<file path="src/sv/cll_pkg.sv">
package cll_pkg;

  // default pool size and fixed field widths
  localparam int unsigned NODES_DEF = 16;
  localparam int unsigned DATA_W    = 32;
  localparam int unsigned OP_W      = 3;
  localparam int unsigned STATUS_W  = 2;
  localparam int unsigned TOTAL_W   = 5;

  // operation codes
  localparam logic [OP_W-1:0] OP_INS_BACK  = 3'd0;
  localparam logic [OP_W-1:0] OP_INS_FRONT = 3'd1;
  localparam logic [OP_W-1:0] OP_FIRST     = 3'd2;
  localparam logic [OP_W-1:0] OP_NEXT      = 3'd3;
  localparam logic [OP_W-1:0] OP_REMOVE    = 3'd4;

  // result status codes
  typedef enum logic [STATUS_W-1:0] {
    ST_OK        = 2'd0,
    ST_EMPTY     = 2'd1,
    ST_FULL      = 2'd2,
    ST_NO_CURSOR = 2'd3
  } status_e;

  // controller to datapath
  typedef struct packed {
    logic accept;
    logic exec;
    logic link2;
    logic value_done;
  } cmd_t;

  // datapath to controller
  typedef struct packed {
    logic out_free;
    logic need_link2;
    logic need_value;
  } stat_t;

endpackage

</file>
<file path="src/sv/circular_list_pool_engine.sv">
// result: loaded in exec for inserts into an empty list, full, error and remove beats;
// in the link2 or value step after exec for inserts into a non-empty list, first, next
// flow: items are taken one at a time, in idle; exec waits for a free result register
// link memory: registered read, single write port (two writes per non-empty insert)
// reset: asynchronous, empties the list, all nodes free, no clearing pass needed
module circular_list_pool_engine #(
  parameter int unsigned NODES = cll_pkg::NODES_DEF
) (
  input  logic                         clk_i,
  input  logic                         rst_ni,
  input  logic                         in_valid_i,
  output logic                         in_ready_o,
  input  logic [cll_pkg::OP_W-1:0]     op_i,
  input  logic [cll_pkg::DATA_W-1:0]   data_in_i,
  output logic                         out_valid_o,
  input  logic                         out_ready_i,
  output logic [cll_pkg::STATUS_W-1:0] status_o,
  output logic [cll_pkg::DATA_W-1:0]   data_out_o,
  output logic [cll_pkg::TOTAL_W-1:0]  entry_total_o
);

  cll_pkg::cmd_t  cmd;
  cll_pkg::stat_t stat;

  // sequencer
  cll_ctrl u_ctrl (
    .clk_i      (clk_i),
    .rst_ni     (rst_ni),
    .in_valid_i (in_valid_i),
    .in_ready_o (in_ready_o),
    .stat_i     (stat),
    .cmd_o      (cmd)
  );

  // node pool, pointers and result register
  cll_dp #(.NODES(NODES)) u_dp (
    .clk_i         (clk_i),
    .rst_ni        (rst_ni),
    .op_i          (op_i),
    .data_in_i     (data_in_i),
    .out_ready_i   (out_ready_i),
    .cmd_i         (cmd),
    .stat_o        (stat),
    .out_valid_o   (out_valid_o),
    .status_o      (status_o),
    .data_out_o    (data_out_o),
    .entry_total_o (entry_total_o)
  );

endmodule

</file>
<file path="src/sv/cll_ram.sv">
module cll_ram #(
  parameter int unsigned WIDTH = 8,
  parameter int unsigned DEPTH = 16
) (
  input  logic                     clk_i,
  input  logic                     we_i,
  input  logic [$clog2(DEPTH)-1:0] waddr_i,
  input  logic [WIDTH-1:0]         wdata_i,
  input  logic                     re_i,
  input  logic [$clog2(DEPTH)-1:0] raddr_i,
  output logic [WIDTH-1:0]         rdata_o
);

  logic [WIDTH-1:0] mem_q [DEPTH];
  logic [WIDTH-1:0] rdata_q;

  // one write port, one registered read port
  always_ff @(posedge clk_i) begin
    if (we_i) begin
      mem_q[waddr_i] <= wdata_i;
    end
    if (re_i) begin
      rdata_q <= mem_q[raddr_i];
    end
  end

  assign rdata_o = rdata_q;

endmodule

</file>
<file path="src/sv/cll_ctrl.sv">
module cll_ctrl (
  input  logic           clk_i,
  input  logic           rst_ni,
  input  logic           in_valid_i,
  output logic           in_ready_o,
  input  cll_pkg::stat_t stat_i,
  output cll_pkg::cmd_t  cmd_o
);

  typedef enum logic [1:0] {
    S_IDLE,
    S_EXEC,
    S_LINK2,
    S_VALUE
  } state_e;

  state_e state_q, state_d;

  // command decode
  always_comb begin
    cmd_o            = '0;
    cmd_o.accept     = (state_q == S_IDLE) && in_valid_i;
    cmd_o.exec       = (state_q == S_EXEC) && stat_i.out_free;
    cmd_o.link2      = (state_q == S_LINK2);
    cmd_o.value_done = (state_q == S_VALUE);
  end

  assign in_ready_o = (state_q == S_IDLE);

  // next state
  always_comb begin
    state_d = state_q;
    case (state_q)
      S_IDLE: begin
        if (in_valid_i) begin
          state_d = S_EXEC;
        end
      end
      S_EXEC: begin
        if (stat_i.out_free) begin
          if (stat_i.need_link2) begin
            state_d = S_LINK2;
          end else if (stat_i.need_value) begin
            state_d = S_VALUE;
          end else begin
            state_d = S_IDLE;
          end
        end
      end
      S_LINK2: state_d = S_IDLE;
      S_VALUE: state_d = S_IDLE;
      default: state_d = S_IDLE;
    endcase
  end

  always_ff @(posedge clk_i or negedge rst_ni) begin
    if (!rst_ni) begin
      state_q <= S_IDLE;
    end else begin
      state_q <= state_d;
    end
  end

endmodule

</file>
<file path="src/sv/cll_dp.sv">
module cll_dp #(
  parameter int unsigned NODES = cll_pkg::NODES_DEF
) (
  input  logic                         clk_i,
  input  logic                         rst_ni,
  input  logic [cll_pkg::OP_W-1:0]     op_i,
  input  logic [cll_pkg::DATA_W-1:0]   data_in_i,
  input  logic                         out_ready_i,
  input  cll_pkg::cmd_t                cmd_i,
  output cll_pkg::stat_t               stat_o,
  output logic                         out_valid_o,
  output logic [cll_pkg::STATUS_W-1:0] status_o,
  output logic [cll_pkg::DATA_W-1:0]   data_out_o,
  output logic [cll_pkg::TOTAL_W-1:0]  entry_total_o
);

  localparam int unsigned IDX_W = $clog2(NODES);
  localparam int unsigned LVL_W = $clog2(NODES + 1);

  // item registers
  logic [cll_pkg::OP_W-1:0]   op_q;
  logic [cll_pkg::DATA_W-1:0] data_q;

  // list pointers and counters
  logic [IDX_W-1:0] tail_q, tail_d;
  logic [IDX_W-1:0] cursor_q, cursor_d;
  logic [IDX_W-1:0] prev_q, prev_d;
  logic             nonempty_q, nonempty_d;
  logic             cv_q, cv_d;
  logic [LVL_W-1:0] level_q, level_d;
  logic [LVL_W-1:0] low_q, low_d;
  logic [LVL_W-1:0] count_q, count_d;
  logic [IDX_W-1:0] new_q, new_d;
  logic [IDX_W-1:0] head_q, head_d;

  // result register
  logic                         out_valid_q, out_valid_d;
  cll_pkg::status_e             status_q, status_d;
  logic [cll_pkg::DATA_W-1:0]   dout_q, dout_d;
  logic [cll_pkg::TOTAL_W-1:0]  total_q, total_d;

  // memory ports
  logic                       link_we, link_re;
  logic [IDX_W-1:0]           link_waddr, link_wdata, link_raddr, link_rdata;
  logic                       val_we, val_re;
  logic [IDX_W-1:0]           val_waddr, val_raddr;
  logic [cll_pkg::DATA_W-1:0] val_rdata;
  logic                       stk_we;
  logic [IDX_W-1:0]           stk_waddr, stk_wdata, stk_raddr, stk_rdata;

  // decode of the held item
  logic             is_ins, is_first, is_next, is_remove;
  logic             full, fresh, ins_ok, rem_ok, first_ok, next_ok, emptied;
  logic [LVL_W-1:0] level_m1;
  logic [IDX_W-1:0] pop_idx;
  logic             load;

  assign is_ins    = (op_q == cll_pkg::OP_INS_BACK) || (op_q == cll_pkg::OP_INS_FRONT);
  assign is_first  = (op_q == cll_pkg::OP_FIRST);
  assign is_next   = (op_q == cll_pkg::OP_NEXT);
  assign is_remove = (op_q == cll_pkg::OP_REMOVE);

  assign full     = (level_q == '0);
  assign level_m1 = level_q - LVL_W'(1);
  // free stack slots below the low mark were never written and stand for their own index
  assign fresh    = (level_q == low_q);
  assign pop_idx  = fresh ? level_m1[IDX_W-1:0] : stk_rdata;

  assign ins_ok   = is_ins && !full;
  assign first_ok = is_first && nonempty_q;
  assign next_ok  = is_next && nonempty_q && cv_q;
  assign rem_ok   = is_remove && nonempty_q && cv_q;
  assign emptied  = (cursor_q == tail_q) && (link_rdata == cursor_q);

  assign stat_o.out_free   = !out_valid_q || out_ready_i;
  assign stat_o.need_link2 = ins_ok && nonempty_q;
  assign stat_o.need_value = first_ok || next_ok;

  assign load = (cmd_i.exec && !stat_o.need_link2 && !stat_o.need_value)
              || cmd_i.link2 || cmd_i.value_done;

  // link memory: read at accept, written in exec and second link step
  assign link_re    = cmd_i.accept;
  assign link_raddr = ((op_i == cll_pkg::OP_NEXT) || (op_i == cll_pkg::OP_REMOVE))
                    ? cursor_q : tail_q;
  assign link_we    = (cmd_i.exec && (ins_ok || rem_ok)) || cmd_i.link2;
  always_comb begin
    if (cmd_i.link2) begin
      link_waddr = new_q;
      link_wdata = head_q;
    end else if (ins_ok) begin
      link_waddr = nonempty_q ? tail_q : pop_idx;
      link_wdata = pop_idx;
    end else begin
      link_waddr = prev_q;
      link_wdata = link_rdata;
    end
  end

  // value memory: cursor read at accept, successor read in exec
  assign val_re    = cmd_i.accept || (cmd_i.exec && stat_o.need_value);
  assign val_raddr = cmd_i.accept ? cursor_q : link_rdata;
  assign val_we    = cmd_i.exec && ins_ok;
  assign val_waddr = pop_idx;

  // free stack: pop read at accept, push in exec
  assign stk_raddr = level_m1[IDX_W-1:0];
  assign stk_we    = cmd_i.exec && rem_ok && (level_q < LVL_W'(NODES));
  assign stk_waddr = level_q[IDX_W-1:0];
  assign stk_wdata = cursor_q;

  cll_ram #(.WIDTH(IDX_W), .DEPTH(NODES)) u_link (
    .clk_i   (clk_i),
    .we_i    (link_we),
    .waddr_i (link_waddr),
    .wdata_i (link_wdata),
    .re_i    (link_re),
    .raddr_i (link_raddr),
    .rdata_o (link_rdata)
  );

  cll_ram #(.WIDTH(cll_pkg::DATA_W), .DEPTH(NODES)) u_value (
    .clk_i   (clk_i),
    .we_i    (val_we),
    .waddr_i (val_waddr),
    .wdata_i (data_q),
    .re_i    (val_re),
    .raddr_i (val_raddr),
    .rdata_o (val_rdata)
  );

  cll_ram #(.WIDTH(IDX_W), .DEPTH(NODES)) u_stack (
    .clk_i   (clk_i),
    .we_i    (stk_we),
    .waddr_i (stk_waddr),
    .wdata_i (stk_wdata),
    .re_i    (cmd_i.accept),
    .raddr_i (stk_raddr),
    .rdata_o (stk_rdata)
  );

  // pointer and counter updates
  always_comb begin
    tail_d     = tail_q;
    cursor_d   = cursor_q;
    prev_d     = prev_q;
    nonempty_d = nonempty_q;
    cv_d       = cv_q;
    level_d    = level_q;
    low_d      = low_q;
    count_d    = count_q;
    new_d      = new_q;
    head_d     = head_q;
    if (cmd_i.exec) begin
      if (ins_ok) begin
        level_d = level_m1;
        low_d   = fresh ? level_m1 : low_q;
        count_d = count_q + LVL_W'(1);
        new_d   = pop_idx;
        // a popped node that is also the tail ends up linked to itself
        head_d  = (pop_idx == tail_q) ? pop_idx : link_rdata;
        if (!nonempty_q || (op_q == cll_pkg::OP_INS_BACK)) begin
          tail_d = pop_idx;
        end
        nonempty_d = 1'b1;
      end
      if (first_ok) begin
        prev_d   = tail_q;
        cursor_d = link_rdata;
        cv_d     = 1'b1;
      end
      if (next_ok) begin
        prev_d   = cursor_q;
        cursor_d = link_rdata;
      end
      if (rem_ok) begin
        cursor_d = prev_q;
        if (cursor_q == tail_q) begin
          tail_d = prev_q;
        end
        if (level_q < LVL_W'(NODES)) begin
          level_d = level_q + LVL_W'(1);
        end
        if (count_q != '0) begin
          count_d = count_q - LVL_W'(1);
        end
        if (emptied) begin
          nonempty_d = 1'b0;
          cv_d       = 1'b0;
          tail_d     = '0;
        end
      end
    end
  end

  // result beat
  always_comb begin
    out_valid_d = out_valid_q;
    status_d    = status_q;
    dout_d      = dout_q;
    total_d     = total_q;
    if (out_ready_i) begin
      out_valid_d = 1'b0;
    end
    if (load) begin
      out_valid_d = 1'b1;
      total_d     = cll_pkg::TOTAL_W'(count_d);
      status_d    = cll_pkg::ST_OK;
      dout_d      = '0;
      if (cmd_i.value_done) begin
        dout_d = val_rdata;
      end else if (cmd_i.exec) begin
        if (is_ins && full) begin
          status_d = cll_pkg::ST_FULL;
        end else if ((is_first || is_next || is_remove) && !nonempty_q) begin
          status_d = cll_pkg::ST_EMPTY;
        end else if ((is_next || is_remove) && !cv_q) begin
          status_d = cll_pkg::ST_NO_CURSOR;
        end else if (rem_ok) begin
          dout_d = val_rdata;
        end
      end
    end
  end

  // item capture, plus the registers without reset
  always_ff @(posedge clk_i) begin
    if (cmd_i.accept) begin
      op_q   <= op_i;
      data_q <= data_in_i;
    end
    new_q   <= new_d;
    head_q  <= head_d;
    dout_q  <= dout_d;
  end

  always_ff @(posedge clk_i or negedge rst_ni) begin
    if (!rst_ni) begin
      tail_q      <= '0;
      cursor_q    <= '0;
      prev_q      <= '0;
      nonempty_q  <= 1'b0;
      cv_q        <= 1'b0;
      level_q     <= LVL_W'(NODES);
      low_q       <= LVL_W'(NODES);
      count_q     <= '0;
      out_valid_q <= 1'b0;
      status_q    <= cll_pkg::ST_OK;
      total_q     <= '0;
    end else begin
      tail_q      <= tail_d;
      cursor_q    <= cursor_d;
      prev_q      <= prev_d;
      nonempty_q  <= nonempty_d;
      cv_q        <= cv_d;
      level_q     <= level_d;
      low_q       <= low_d;
      count_q     <= count_d;
      out_valid_q <= out_valid_d;
      status_q    <= status_d;
      total_q     <= total_d;
    end
  end

  assign out_valid_o   = out_valid_q;
  assign status_o      = status_q;
  assign data_out_o    = dout_q;
  assign entry_total_o = total_q;

endmodule
</file>
<file path="config.mk">
export PLATFORM = sky130hd
export DESIGN_NAME = circular_list_pool_engine
export DESIGN_NICKNAME = d
export VERILOG_FILES = /design/src/sv/cll_pkg.sv /design/src/sv/circular_list_pool_engine.sv /design/src/sv/cll_ram.sv /design/src/sv/cll_ctrl.sv /design/src/sv/cll_dp.sv
export SDC_FILE = /design/constraint.sdc
export NUM_CORES = 1
export LEC_CHECK = 0
export BUFFER_PORTS_ARGS = -buffer_cell sky130_fd_sc_hd__buf_2
export CAP_MARGIN = 0
export CORE_MARGIN = 3
export CORE_UTILIZATION = 50
export CTS_CLUSTER_DIAMETER = 200
export DETAILED_ROUTE_END_ITERATION = 6
export GPL_TIMING_DRIVEN = 0
export PLACE_DENSITY = 0.64
export RECOVER_POWER = 100
export SYNTH_ARGS = -nofsm -noshare
export SYNTH_HDL_FRONTEND = slang
export SYNTH_SLANG_ARGS = --single-unit
</file>
<file path="constraint.sdc">
create_clock -name clk_i -period 4.25 [get_ports clk_i]
set_input_delay 0.425 -clock clk_i [delete_from_list [all_inputs] [get_ports clk_i]]
set_output_delay 0.425 -clock clk_i [all_outputs]
set_load 0.02 [all_outputs]
</file>
-- After elaboration in Yosys (flattened, before gate mapping)
Memory sizes are Yosys's and may differ from the RTL's. A register that Yosys moved wholly into a read port is not among the register bits.
Index checks and enable logic that the tools add are counted.
- memories: 3
- bits of input ports: 39
- word-level logic and storage cells: 148
- bits in registers: 114
- bits in writable memories: 640
- reductions and logical operators: 52
- magnitude comparators: 1
- equal/unequal tests: 15
- mux-type cells: 56
- $add $sub $neg: 4
- memory list (memory ; depth ; bits a word ; read ports ; clocked after memory_dff ; wr ports ; line ; source):
    u_dp.u_value.mem_q ; 16 ; 32 ; 1 ; 1 ; 1 ; cll_ram.sv:14 ; logic [WIDTH-1:0] mem_q [DEPTH];
    u_dp.u_link.mem_q ; 16 ; 4 ; 1 ; 1 ; 1 ; cll_ram.sv:14 ;
    u_dp.u_stack.mem_q ; 16 ; 4 ; 1 ; 1 ; 1 ; cll_ram.sv:14 ;
- operators by type and width (cell ; count):
    $mux 32 ; 6
    $mux 4 ; 19
    $mux 5 ; 7
    $logic_and 1x1->1 ; 20
    $mux 2 ; 9
    $mux 1 ; 14
    $logic_or 1x1->1 ; 13
    $eq 4x4->1 ; 3
    $add 5x1->5 const B ; 2
    $sub 5x1->5 const B ; 2
    $eq 3x2->1 const B ; 3
    $reduce_and 2->1 ; 4
    $eq 3x3->1 const B ; 2
    $logic_not 1->1 ; 6
    $pmux 2 s3 ; 1
    $eq 5x5->1 ; 1
    $logic_not 5->1 ; 1
    $lt 5x5->1 const B ; 1
    $reduce_bool 5->1 ; 1
    $eq 2x2->1 const B ; 2
    $reduce_bool 2->1 ; 2
    $eq 3x1->1 const B ; 1
    $logic_not 3->1 ; 1
    $reduce_and 3->1 ; 1
    other kinds (6) ; 6

-- Depth between registers and ports, before layout
Gate-level depths: netlist of run 1.
- depth in word-level cells: 10
- mapped depth: 12
- depth with buffers taken out: 9

-- Modules after synthesis
Synthesis of run 1 repeated with hierarchy kept, for this count alone.
- cell total of the unflattened synthesis: 1570
- area, all modules: 31023.5 um^2
- by module, submodules not included (module ; sequential area each (um^2) ; instances ; area each (um^2) ; cells each):
    cll_ram (u_dp.u_value) ; 16335.7 ; 1 ; 20174.3 ; 838
    cll_ram (u_dp.u_link ...) ; 2042.0 ; 2 ; 2706.3 ; 130
    cll_dp ; 3180.6 ; 1 ; 5325.1 ; 459
    cll_ctrl ; 50.0 ; 1 ; 111.4 ; 13

-- Worst setup path after synthesis of run 1
Ideal clock, no wire load.
- kind: reg-to-reg
- from: reg u_dp.level_q[0]
- to: mem u_dp.u_value.mem_q[6][0] in the netlist's numbering, enable pin
- arrival time: 3373 ps
- required time: 3829 ps
- cell stages (with the launch flop): 12
- clock period less this slack: 3794 ps
- library setup time: 421 ps
- path slack: 456 ps
- buffers on the path: 3
- path through: dfrtp_1 > buf_2 > inv_1 > ha_1 > or4b_1 > and2_1 > buf_2 > buf_2 > nand2_1 > inv_2 > o21ai_0 > nor2_1
- RTL lines (item ; line ; source):
    start, declared ; cll_dp.sv:30 ; logic [LVL_W-1:0] level_q, level_d;
    start signal, assigned ; cll_dp.sv:244 ; level_q <= LVL_W'(NODES);
    start signal, assigned ; cll_dp.sv:256 ; level_q <= level_d;
    $sub 5x1->5 ; cll_dp.sv:64 ; assign level_m1 = level_q - LVL_W'(1);
    named net u_dp.level_m1[0] ; cll_dp.sv:54 ; logic [LVL_W-1:0] level_m1;
    $mux 4 ; cll_dp.sv:67 ; assign pop_idx = fresh ? level_m1[IDX_W-1:0] : stk_rdata;
    end, declared ; cll_ram.sv:14 ;
The timed path passes the listed nets, and every way through them passes these cells.

==> results.md, run 1 <==
* # Max-Cap Violations at 1
* Setup WS post-layout at 0.126 ns
* Final wirelength at 69.4 mm
* Vias per cell at 5.82
* Crit-path max FO at 49
* I/O pin cnt at 80
* Leakage at 11.7 nW
* Actual slew at the worst max-slew pin at 2.25 ns
* Core Area at 61900 um2
* Maximum VDD drop at 428 uV
* Post-synthesis cell type count at 60
* Max Fclk at 242 MHz
* Power Dens Cells at 690 nW/um2
* Worst hold path type: input pin to flop
* Post-synth top cells: edfxtp_1, mux4_2, nand2_1
* Die width at 256 um
* Die ar. at 65800 um2
* Required time of the critical path at 4.59 ns
* Crit path capture type: flop
* Die height at 256 um
* Vias in the first global route at 17145
* Mapped Area at 31400 um2
* Failing checks: capacitance limit, slew limit
* Outcome: finished with violations
* Slew Limit Fails at 40
* Post-synth EDFFs at 755
* WS Path Type: flop to flop
* Initial Utilization at 50.6%
* Async S/R FF share, synth at 4.91%
* Most used flip-flop cell after synthesis: edfxtp_1
* Tot Pwr at 24.9 mW
* Setup violators final at 0
* Clock Sinks at 794
* Worst-path cell chain: buf_4, nor2_4, and2_1, buf_6, mux2i_1, buf_2, clkbuf_1, mux4_2, a211oi_1, a31oi_1
* Post-synth top area share at 72.3%
* Total track usage at 21.4%
* Final core area utilization at 58.2%
* Worst-Skew Late Latency at 0.63 ns
* YS warnings at 0
* Layout cells sized above 1 at 20.2%
* DP HPWL at 43.7 mm
* WP data arrival at 4.46 ns
* Overflow after GRT at 0
* RePlAce Congestion at 0.842
* First-pass GRT wire length at 106 mm
* Worst path max stage delay at 0.71 ns
* CTS max path bufs at 3
* Max transition margin at -50.1%
* Area Overhead vs Synth at 14.9%
* DP Worst Slack at -0.00175 ns
* Antenna Cells at 0
* Hold Vio Cnt, Final at 0
* Final std cells w/o fill at 2810
* Clock Skew at 0.0222 ns
* DRT iter0 DRCs at 1480
* Nets at 1952
* Mapped Avg Cell Area at 18.7 um2
* CTS root buffer: clkbuf_16
* Cell family with most CP delay: buffers and inverters
* H-tree levels at 3
* Buf/Inv on CP at 4
* Dpl cells at 2614
* Synth area leader: edfxtp_1
* Area contributors post-synth: edfxtp_1, mux4_2, dfrtp_1, nand2_1, mux2i_1
* Avg WL per Cell at 24.7 um
* Mapped Cells at 1678
* Mapped Nets at 1724
* CTS clock-pin slew for the worst setup and hold paths at 0.06 ns
* Slowest-stage cell, CP: clkbuf_1
* Row Count at 91
* CTS buffer count at 82
* Sequential area share after synthesis at 75.4%
* Final TNS setup at 0 ns
* Minimum clock period at 4.12 ns
* Antenna viol nets, final at 0
* Yosys reg bits at 794
* Unrepaired setup endpoints after global routing: false
* Fin crit share at 97.0%
* Largest net degree at the start of global routing at 50
* CTS tree: yes
* Worst setup SP type: flop
* CTS resizes at 0
* Routed vias at 16349
* Post-route DRC violation count at 0
* Number of I/O port buffers at 79
* DRT Pass-1 Iters at 6
* Initial antenna violation count at 0
* Most frequent cell after synthesis: edfxtp_1
-- sequential cells by signal (all words and copies together) (netlist names), 2 cells and up --
signal / flops
u_dp.op_q: 3
u_dp.u_value.rdata_o: 32
u_dp.u_stack.rdata_o: 4
u_dp.count_q: 5
u_dp.level_q: 5
u_dp.status_o: 2
u_dp.prev_q: 4
u_dp.u_value.mem_q: 512
u_dp.new_q: 4
u_dp.cursor_q: 4
u_dp.data_out_o: 32
u_dp.data_q: 32
u_dp.entry_total_o: 5
u_dp.tail_q: 4
u_ctrl.state_q: 2
u_dp.u_link.rdata_o: 4
u_dp.u_link.mem_q: 64
u_dp.low_q: 5
u_dp.u_stack.mem_q: 64
u_dp.head_q: 4
-- path summary, 6_finish.rpt --
| path | slack, ns | endpoint | cells past startpoint | start |
|---|---|---|---|---|
| setup / recovery | 0.13 | u_dp.u_value.rdata_o[11] | 10 | u_ctrl.state_q[0] |
| hold / removal | 0.07 | u_dp.data_q[5] | 1 | data_in_i[5] |
| setup reg to reg | 0.13 | u_dp.u_value.rdata_o[11] | 10 | u_ctrl.state_q[0] |
| hold reg to reg | 0.49 | u_dp.low_q[4] | 2 | u_dp.low_q[4] |
| max in group asynchronous | 1.94 | u_dp.entry_total_o[0] | 2 | rst_ni |
| min in group asynchronous | 1.01 | u_dp.tail_q[0] | 2 | rst_ni |
-- placed cells by master, fill, tap and decap left out, types with 12 or more instances in the layout --
master,count
clkinv_2,17
mux2i_1,36
mux4_2,148
buf_2,46
nor2_4,13
a211oi_1,31
nor2b_1,34
nand3_1,23
nor3_1,29
clkinv_1,14
and2_1,35
nand2_1,125
edfxtp_1,755
dlygate4sd3_1,31
dfrtp_1,37
xnor2_1,18
a31oi_1,41
clkbuf_1,126
a21oi_1,34
o21ai_0,39
nor2_1,46
inv_1,12
buf_6,15
o22ai_1,12
clkbuf_16,84
-- cell families (layout without fill, tap and decap cells) --
logic type	Yosys count	in the layout	synth area share [%]
flops	794	794	75.4
simple gates	351	351	5.41
compound gates	204	204	4.44
mux	196	196	12.2
buf+inv	103	398	1.62
xor+xnor	23	23	0.642
fa+ha+maj	7	7	0.279
-- final cells by class --
type | instances | area [um2]
clock inverter | 51 | 477
tap | 837 | 1050
inverter | 13 | 48.8
sequential | 794 | 23700
multi-input combinational | 781 | 7240
timing repair buffer | 144 | 960
clock buffer | 100 | 2160
fill | 4709 | 25900
buffer | 90 | 457
-- metrics by stage --
step / instance area (um2) / hold WS (ns)
global route: 36000 / 0.0707
floorplan: 31400 / 0.129
finish: 36000 / 0.0682
CTS: 36300 / 0.000105
global placement: 32800 / 0.476
detailed placement: 33300 / 0.492
-- routing by layer --
layer	routed length (um)	global-route usage, %	vias to the layer above
met3	3890	3.53	136
met4	2030	7.13	0
met2	35200	36.3	529
met5	0	0	-
met1	28300	28.6	8496
li1	-	-	7188
-- power by group --
group          switching (mW)  internal, mW  leakage [nW]
Clock                    2.94          4.07          1.28
Sequential              0.632          10.0          7.32
Combinational            4.36          2.84          3.06
-- repair_timing --
action | 4_1_cts | 5_1_grt
endpoints found under the setup margin | 15 | 150
setup buffers | 2 | 12
hold endpoints to repair | 67 | 0
hold buffers | 31 | 0
pin swaps | 1 | 6
Power figures use the tool's default switching activity.
==> run 2, diff against run 1 <==
Settings changed: CORE_UTILIZATION 50 to 35, PLACE_DENSITY 0.64 to 0.48, REMOVE_ABC_BUFFERS set to 1.
==> results.md, run 2 (synthesis gave the netlist of run 1 again) <==
* Outcome: finished with violations (unchanged)
* Failing checks: capacitance limit, slew limit (unchanged)
* Biggest regs: u_dp.u_value.mem_q (512), u_dp.u_link.mem_q (64), u_dp.u_stack.mem_q (64) (unchanged)
* WP data arrival at 4.31 ns (was 4.46 ns)
* Critical R2R Launch: u_dp.level_q[0] (was u_ctrl.state_q[0])
* Crit-path max FO at 21 (was 49)
* Setup violators final at 0 (unchanged)
* Net Switching at 8.10 mW (was 7.93 mW)
* Die width at 305 um (was 256 um)
* Die ar. at 93300 um2 (was 65800 um2)
* Most frequent cells in the layout: edfxtp_1, mux4_2, nand2_1, clkbuf_16, clkbuf_1 (was edfxtp_1, mux4_2, clkbuf_1, nand2_1, clkbuf_16)
* Initial Utilization at 35.4% (was 50.6%)
* Final wirelength at 74.8 mm (was 69.4 mm)
* Antenna viol nets, final at 0 (unchanged)
* Hold_sp: in_valid_i (was data_in_i[5])
* Hold Vio Cnt, Final at 0 (unchanged)
* Nets at 1909 (was 1952)
* Vias in the first global route at 16783 (was 17145)
* CTS tree: yes (unchanged)
* Overflow after GRT at 0 (unchanged)
* Combinational Power Share at 28.6% (was 29.0%)
* Avg WL per Cell at 24.1 um (was 24.7 um)
* Switch share at 31.3% (was 31.9%)
* CTS buffer count at 90 (was 82)
* Area Overhead vs Synth at 18.8% (was 14.9%)
* Multi-input gate area at 7330 um2 (was 7240 um2)
* Maximum VDD drop at 347 uV (was 428 uV)
* First-pass GRT wire length at 111 mm (was 106 mm)
* DP HPWL at 46.6 mm (was 43.7 mm)
* Clock Sinks at 794 (unchanged)
* Power Dens Cells at 696 nW/um2 (was 690 nW/um2)
* Register area at 23700 um2 (about the same)
* Most common cell after layout, fill and taps aside: edfxtp_1 (unchanged)
* R2R Setup Slk at 0.24 ns (was 0.13 ns)
* CTS root buffer: clkbuf_16 (unchanged)
* Max transition margin at -51.5% (was -50.1%)
* DRT iter0 DRCs at 1154 (was 1480)
* Vias per cell at 5.17 (was 5.82)
* Final TNS setup at 0 ns (unchanged)
* Worst hold path type: input pin to flop (unchanged)
* Crit path capture type: flop (unchanged)
* Layout cells sized above 1 at 21.6% (was 20.2%)
* Required time of the critical path at 4.55 ns (was 4.59 ns)
* # Max-Cap Violations at 2 (was 1)
* Minimum clock period at 4.01 ns (was 4.12 ns)
* Fillers at 7940 (was 4709)
* Unrepaired setup endpoints after global routing: false (unchanged)
* Largest register FFs at 512 (unchanged)
* Number of I/O port buffers at 79 (unchanged)
* Core Area at 88600 um2 (was 61900 um2)
* Clock Skew at 0.0347 ns (was 0.0222 ns)
* DRT Pass-1 Iters at 5 (was 6)
* Tot Pwr at 25.9 mW (was 24.9 mW)
* Slew Limit Fails at 73 (was 40)
* Reg with most FFs: u_dp.u_value.mem_q (unchanged)
* DP Worst Slack at -0.900 ns (was -0.00175 ns)
* Clock Power Share at 29.3% (was 28.2%)
* CTS clock-pin slew for the worst setup and hold paths at 0.05 ns (was 0.06 ns)
* CTS max path bufs at 3 (unchanged)
* Sequential share of power at 42.1% (was 42.9%)
* Total track usage at 16.1% (was 21.4%)
* Setup WS post-layout at 0.243 ns (was 0.126 ns)
* H-tree levels at 3 (unchanged)
* Leakage at 12.0 nW (was 11.7 nW)
* Fin crit share at 94.3% (was 97.0%)
* Initial antenna violation count at 0 (unchanged)
* Actual slew at the worst max-slew pin at 2.27 ns (was 2.25 ns)
* Max Fclk at 250 MHz (was 242 MHz)
* Worst-Skew Late Latency at 0.65 ns (was 0.63 ns)
* Row Count at 109 (was 91)
* Post-route DRC violation count at 0 (unchanged)
* WS Path Type: flop to flop (unchanged)
* Routed vias at 16035 (was 16349)
* Die height at 305 um (was 256 um)
* RePlAce Congestion at 0.769 (was 0.842)
* Worst setup SP type: flop (unchanged)
* Pint at 17.8 mW (was 16.9 mW)
* I/O pin cnt at 80 (unchanged)
* Antenna Cells at 0 (unchanged)
* Crit path launch: u_dp.level_q[0] (was u_ctrl.state_q[0])
* Largest net degree at the start of global routing at 51 (was 50)
-- run 2: timing repair --
action	in CTS	in global routing
setup buffers	11	3
hold endpoints to repair	67	0
hold buffers	31	0
setup endpoints to repair	533	221
gates resized for setup	2	0
pin swaps	9	0
-- run 2: final timing paths --
kind	endpoint	cells after the start
max	u_dp.u_value.mem_q[14][22]	9
min	u_ctrl.state_q[0]	3
max reg2reg	u_dp.u_value.mem_q[14][22]	9
min reg2reg	u_dp.low_q[4]	2
max in group asynchronous	u_dp.level_q[0]	2
min in group asynchronous	u_dp.prev_q[2]	2
-- run 2: power groups by stage --
stage / Sequential, mW / Combinational (mW) / Clock (mW)
floorplan: 10.9 / 4.17 / 0
CTS: 10.9 / 7.81 / 7.81
finish: 10.9 / 7.42 / 7.59
detailed placement: 11.1 / 7.77 / 0
global route: 11.0 / 8.11 / 8.13
global placement: 11.0 / 5.67 / 0
-- run 2: worst max-delay path, stage by stage (launching register included) --
cell and delay [ns]:
dfrtp_4 0.63, inv_1 0.20, ha_1 0.26, or4b_1 0.27, and2_2 0.43, nand2_1 0.28, inv_2 0.35, o21ai_0 0.54
nor2_4 0.34, buf_6 0.32
-- run 2: cell type report --
| type | instances | share of cell area [%] |
|---|---|---|
| Sequential cell | 794 | 63.5 |
| Clock buffer | 104 | 6.33 |
| Clock inverter | 59 | 1.50 |
| Inverter | 13 | 0.131 |
| Timing Repair Buffer | 183 | 4.96 |
| Multi-Input combinational cell | 781 | 19.7 |
| Tap cell | 1165 | 3.91 |
-- run 2: metal layers --
| metal | vias up | wire length [um] | track usage, % |
|---|---|---|---|
| met1 | 8436 | 33000 | 22.1 |
| met3 | 102 | 3300 | 2.56 |
| li1 | 7110 | - | - |
| met4 | 0 | 1510 | 4.13 |
| met5 | - | 0 | 0 |
| met2 | 387 | 37000 | 26.9 |
-- run 2: per-stage QoR --
stage          cell area [um2]  utilization [%]  cells  hold slack (ns)
6_report                 37300             42.0   3099            0.135
5_1_grt                  37300             42.0   3099            0.105
2_1_floorplan            30900                -   1588            0.129
4_1_cts                  37700             42.5   3096          0.00613
3_5_place_dp             34300             38.7   2891            0.483
3_3_place_gp             32800             37.0   2832            0.475
==> run 3, diff against run 2 <==
Settings changed: CELL_PAD_IN_SITES_DETAIL_PLACEMENT set to 0, CELL_PAD_IN_SITES_GLOBAL_PLACEMENT set to 2, PLACE_DENSITY 0.48 to unset, PLACE_DENSITY_LB_ADDON set to 0.1.
Clock period 4.25 ns to 4.24 ns, I/O delays scaled along.
==> results.md, run 3 (synthesis gave the netlist of run 1 again) <==
* WS Path Type: flop to flop (unchanged)
* CTS max path bufs at 3 (unchanged)
* First-pass GRT wire length at 117 mm (was 111 mm)
* Worst-Skew Late Latency at 0.65 ns (about the same)
* Setup violators final at 0 (unchanged)
* Nets at 1909 (unchanged)
* Slew Limit Fails at 40 (was 73)
* Hold Vio Cnt, Final at 0 (unchanged)
* Max Fclk at 251 MHz (was 250 MHz)
* Largest net degree at the start of global routing at 40 (was 51)
* RePlAce Congestion at 0.741 (was 0.769)
* Clock Skew at 0.0151 ns (was 0.0347 ns)
* Vias in the first global route at 17005 (was 16783)
* Required time of the critical path at 4.62 ns (was 4.55 ns)
* Core Area at 88600 um2 (unchanged)
* Biggest regs: u_dp.u_value.mem_q (512), u_dp.u_link.mem_q (64), u_dp.u_stack.mem_q (64) (unchanged)
* Avg WL per Cell at 25.5 um (was 24.1 um)
* Worst setup SP type: flop (unchanged)
* Combinational Power Share at 28.8% (was 28.6%)
* DP HPWL at 48.1 mm (was 46.6 mm)
* Initial Utilization at 35.4% (unchanged)
* # Max-Cap Violations at 1 (was 2)
* Die height at 305 um (unchanged)
* Routed vias at 15947 (was 16035)
* I/O pin cnt at 80 (unchanged)
* Final core area utilization at 41.7% (was 42.0%)
* Antenna viol nets, final at 0 (unchanged)
* CTS root buffer: clkbuf_16 (unchanged)
* Pint at 17.7 mW (was 17.8 mW)
* Hold WS at 0.0905 ns (was 0.135 ns)
* Die ar. at 93300 um2 (unchanged)
* H-tree levels at 3 (unchanged)
* Largest register FFs at 512 (unchanged)
* Dpl cells at 2889 (was 2891)
* DRT Pass-1 Iters at 4 (was 5)
* Most frequent cells in the layout: edfxtp_1, mux4_2, nand2_1, clkbuf_16, clkbuf_1 (unchanged)
* Fillers at 7917 (was 7940)
* Final wirelength at 79.1 mm (was 74.8 mm)
* Net Switching at 8.25 mW (was 8.10 mW)
* CTS clock-pin slew for the worst setup and hold paths at 0.06 ns (was 0.05 ns)
* Initial antenna violation count at 2 (was 0)
* Clock Power Share at 29.0% (was 29.3%)
* Minimum clock period at 3.99 ns (was 4.01 ns)
* Row Count at 109 (unchanged)
* Crit path capture type: flop (unchanged)
* Max transition margin at -59.1% (was -51.5%)
* Worst hold path type: input pin to flop (unchanged)
* Total track usage at 17.0% (was 16.1%)
* Vias per cell at 5.15 (was 5.17)
* WP data arrival at 4.37 ns (was 4.31 ns)
* Crit-path max FO at 30 (was 21)
* Area Overhead vs Synth at 18.0% (was 18.8%)
* Maximum VDD drop at 436 uV (was 347 uV)
* Fin crit share at 94.1% (was 94.3%)
* DRT iter0 DRCs at 1096 (was 1154)
* Switch share at 31.8% (was 31.3%)
* Worst path max stage delay at 0.68 ns (was 0.63 ns)
* Sequential share of power at 42.3% (was 42.1%)
* Actual slew at the worst max-slew pin at 2.39 ns (was 2.27 ns)
* Most common cell after layout, fill and taps aside: edfxtp_1 (unchanged)
* Outcome: finished with violations (unchanged)
* Clock Sinks at 794 (unchanged)
* Overflow after GRT at 0 (unchanged)
* Slowest-stage cell, CP: mux2i_4 (was dfrtp_4)
* Tot Pwr at 26.0 mW (was 25.9 mW)
* CTS buffer count at 89 (was 90)
* Worst-path cell chain: nor2_4, and2_4, buf_16, mux2i_4, buf_16, buf_16, clkbuf_4, mux4_2, and2_1, a211oi_1, a31oi_1 (was inv_1, ha_1, or4b_1, and2_2, nand2_1, inv_2, o21ai_0, nor2_4, buf_6)
* Power Dens Cells at 702 nW/um2 (was 696 nW/um2)
* CTS tree: yes (unchanged)
* Die width at 305 um (unchanged)
* Failing checks: capacitance limit, slew limit (unchanged)
* Unrepaired setup endpoints after global routing: false (unchanged)
* Leakage at 11.9 nW (was 12.0 nW)
* Top cell by count, worst path: buf_16
* Final std cells w/o fill at 3096 (was 3099)
* Layout cells sized above 1 at 21.5% (was 21.6%)
* Number of I/O port buffers at 79 (unchanged)
* Reg with most FFs: u_dp.u_value.mem_q (unchanged)
* Post-route DRC violation count at 0 (unchanged)
==> run 3: repair_timing <==
action | CTS | global route
hold buffers | 33 | 0
resized for setup | 4 | 1
setup endpoints to repair | 631 | 349
setup buffers | 14 | 1
hold endpoints to repair | 69 | 0
pin swaps | 11 | 0
==> run 3: worst paths after layout <==
path	from	to	slack [ns]	depth (start not counted)
min in group asynchronous	rst_ni	u_dp.prev_q[1]	1.05	2
worst min-delay path	in_valid_i	u_ctrl.state_q[0]	0.09	3
worst min register to register	u_dp.low_q[4]	u_dp.low_q[4]	0.49	2
worst max-delay path	u_ctrl.state_q[0]	u_dp.u_value.rdata_o[16]	0.25	11
worst max register to register	u_ctrl.state_q[0]	u_dp.u_value.rdata_o[16]	0.25	11
max in group asynchronous	rst_ni	u_dp.level_q[0]	1.51	2
==> run 3: worst max-delay path, delay by kind of cell, from the launching register on <==
kind,cells,cell delay (ns)
and+or+nand+nor,3,0.77
buffers and inverters,4,1.07
AOI/OAI and AO/OA,2,0.29
DFF,1,0.49
muxes,2,1.03
==> run 3: area by class of cell <==
| class | count | area [um2] | share of cell area [%] |
|---|---|---|---|
| Sequential cell | 794 | 23700 | 63.9 |
| Timing Repair Buffer | 184 | 1680 | 4.54 |
| Clock inverter | 47 | 490 | 1.33 |
| Tap cell | 1165 | 1460 | 3.94 |
| Clock buffer | 111 | 2330 | 6.30 |
| Multi-Input combinational cell | 781 | 7340 | 19.8 |
| Inverter | 13 | 48.8 | 0.132 |
| Antenna cell | 1 | 2.50 | 0.00676 |
==> run 3: per-stage QoR <==
stage	TNS, ns	area [um2]	worst slack [ns]
finish	0	37000	0.251
CTS	0	37700	0.0413
global placement	-3119.17	32800	-20.16
global route	0	37000	0.0205
detailed placement	-428.17	34300	-1.09
floorplan	-460.12	30900	-10.98
==> run 3: layer usage <==
metal | vias up | part of all wire [%] | track usage (%)
li1 | 7112 | - | -
met4 | 0 | 2.4 | 4.62
met3 | 123 | 3.3 | 2.44
met2 | 284 | 48 | 28.0
met5 | - | 0 | 0
met1 | 8428 | 46 | 23.9
==> run 3: power groups by stage <==
stage | Clock (mW) | Sequential (mW) | Combinational (mW)
global route | 8.05 | 11.1 | 8.19
detailed placement | 0 | 11.2 | 8.00
global placement | 0 | 11.1 | 5.69
CTS | 7.74 | 11.0 | 8.06
floorplan | 0 | 10.9 | 4.17
finish | 7.52 | 11.0 | 7.47
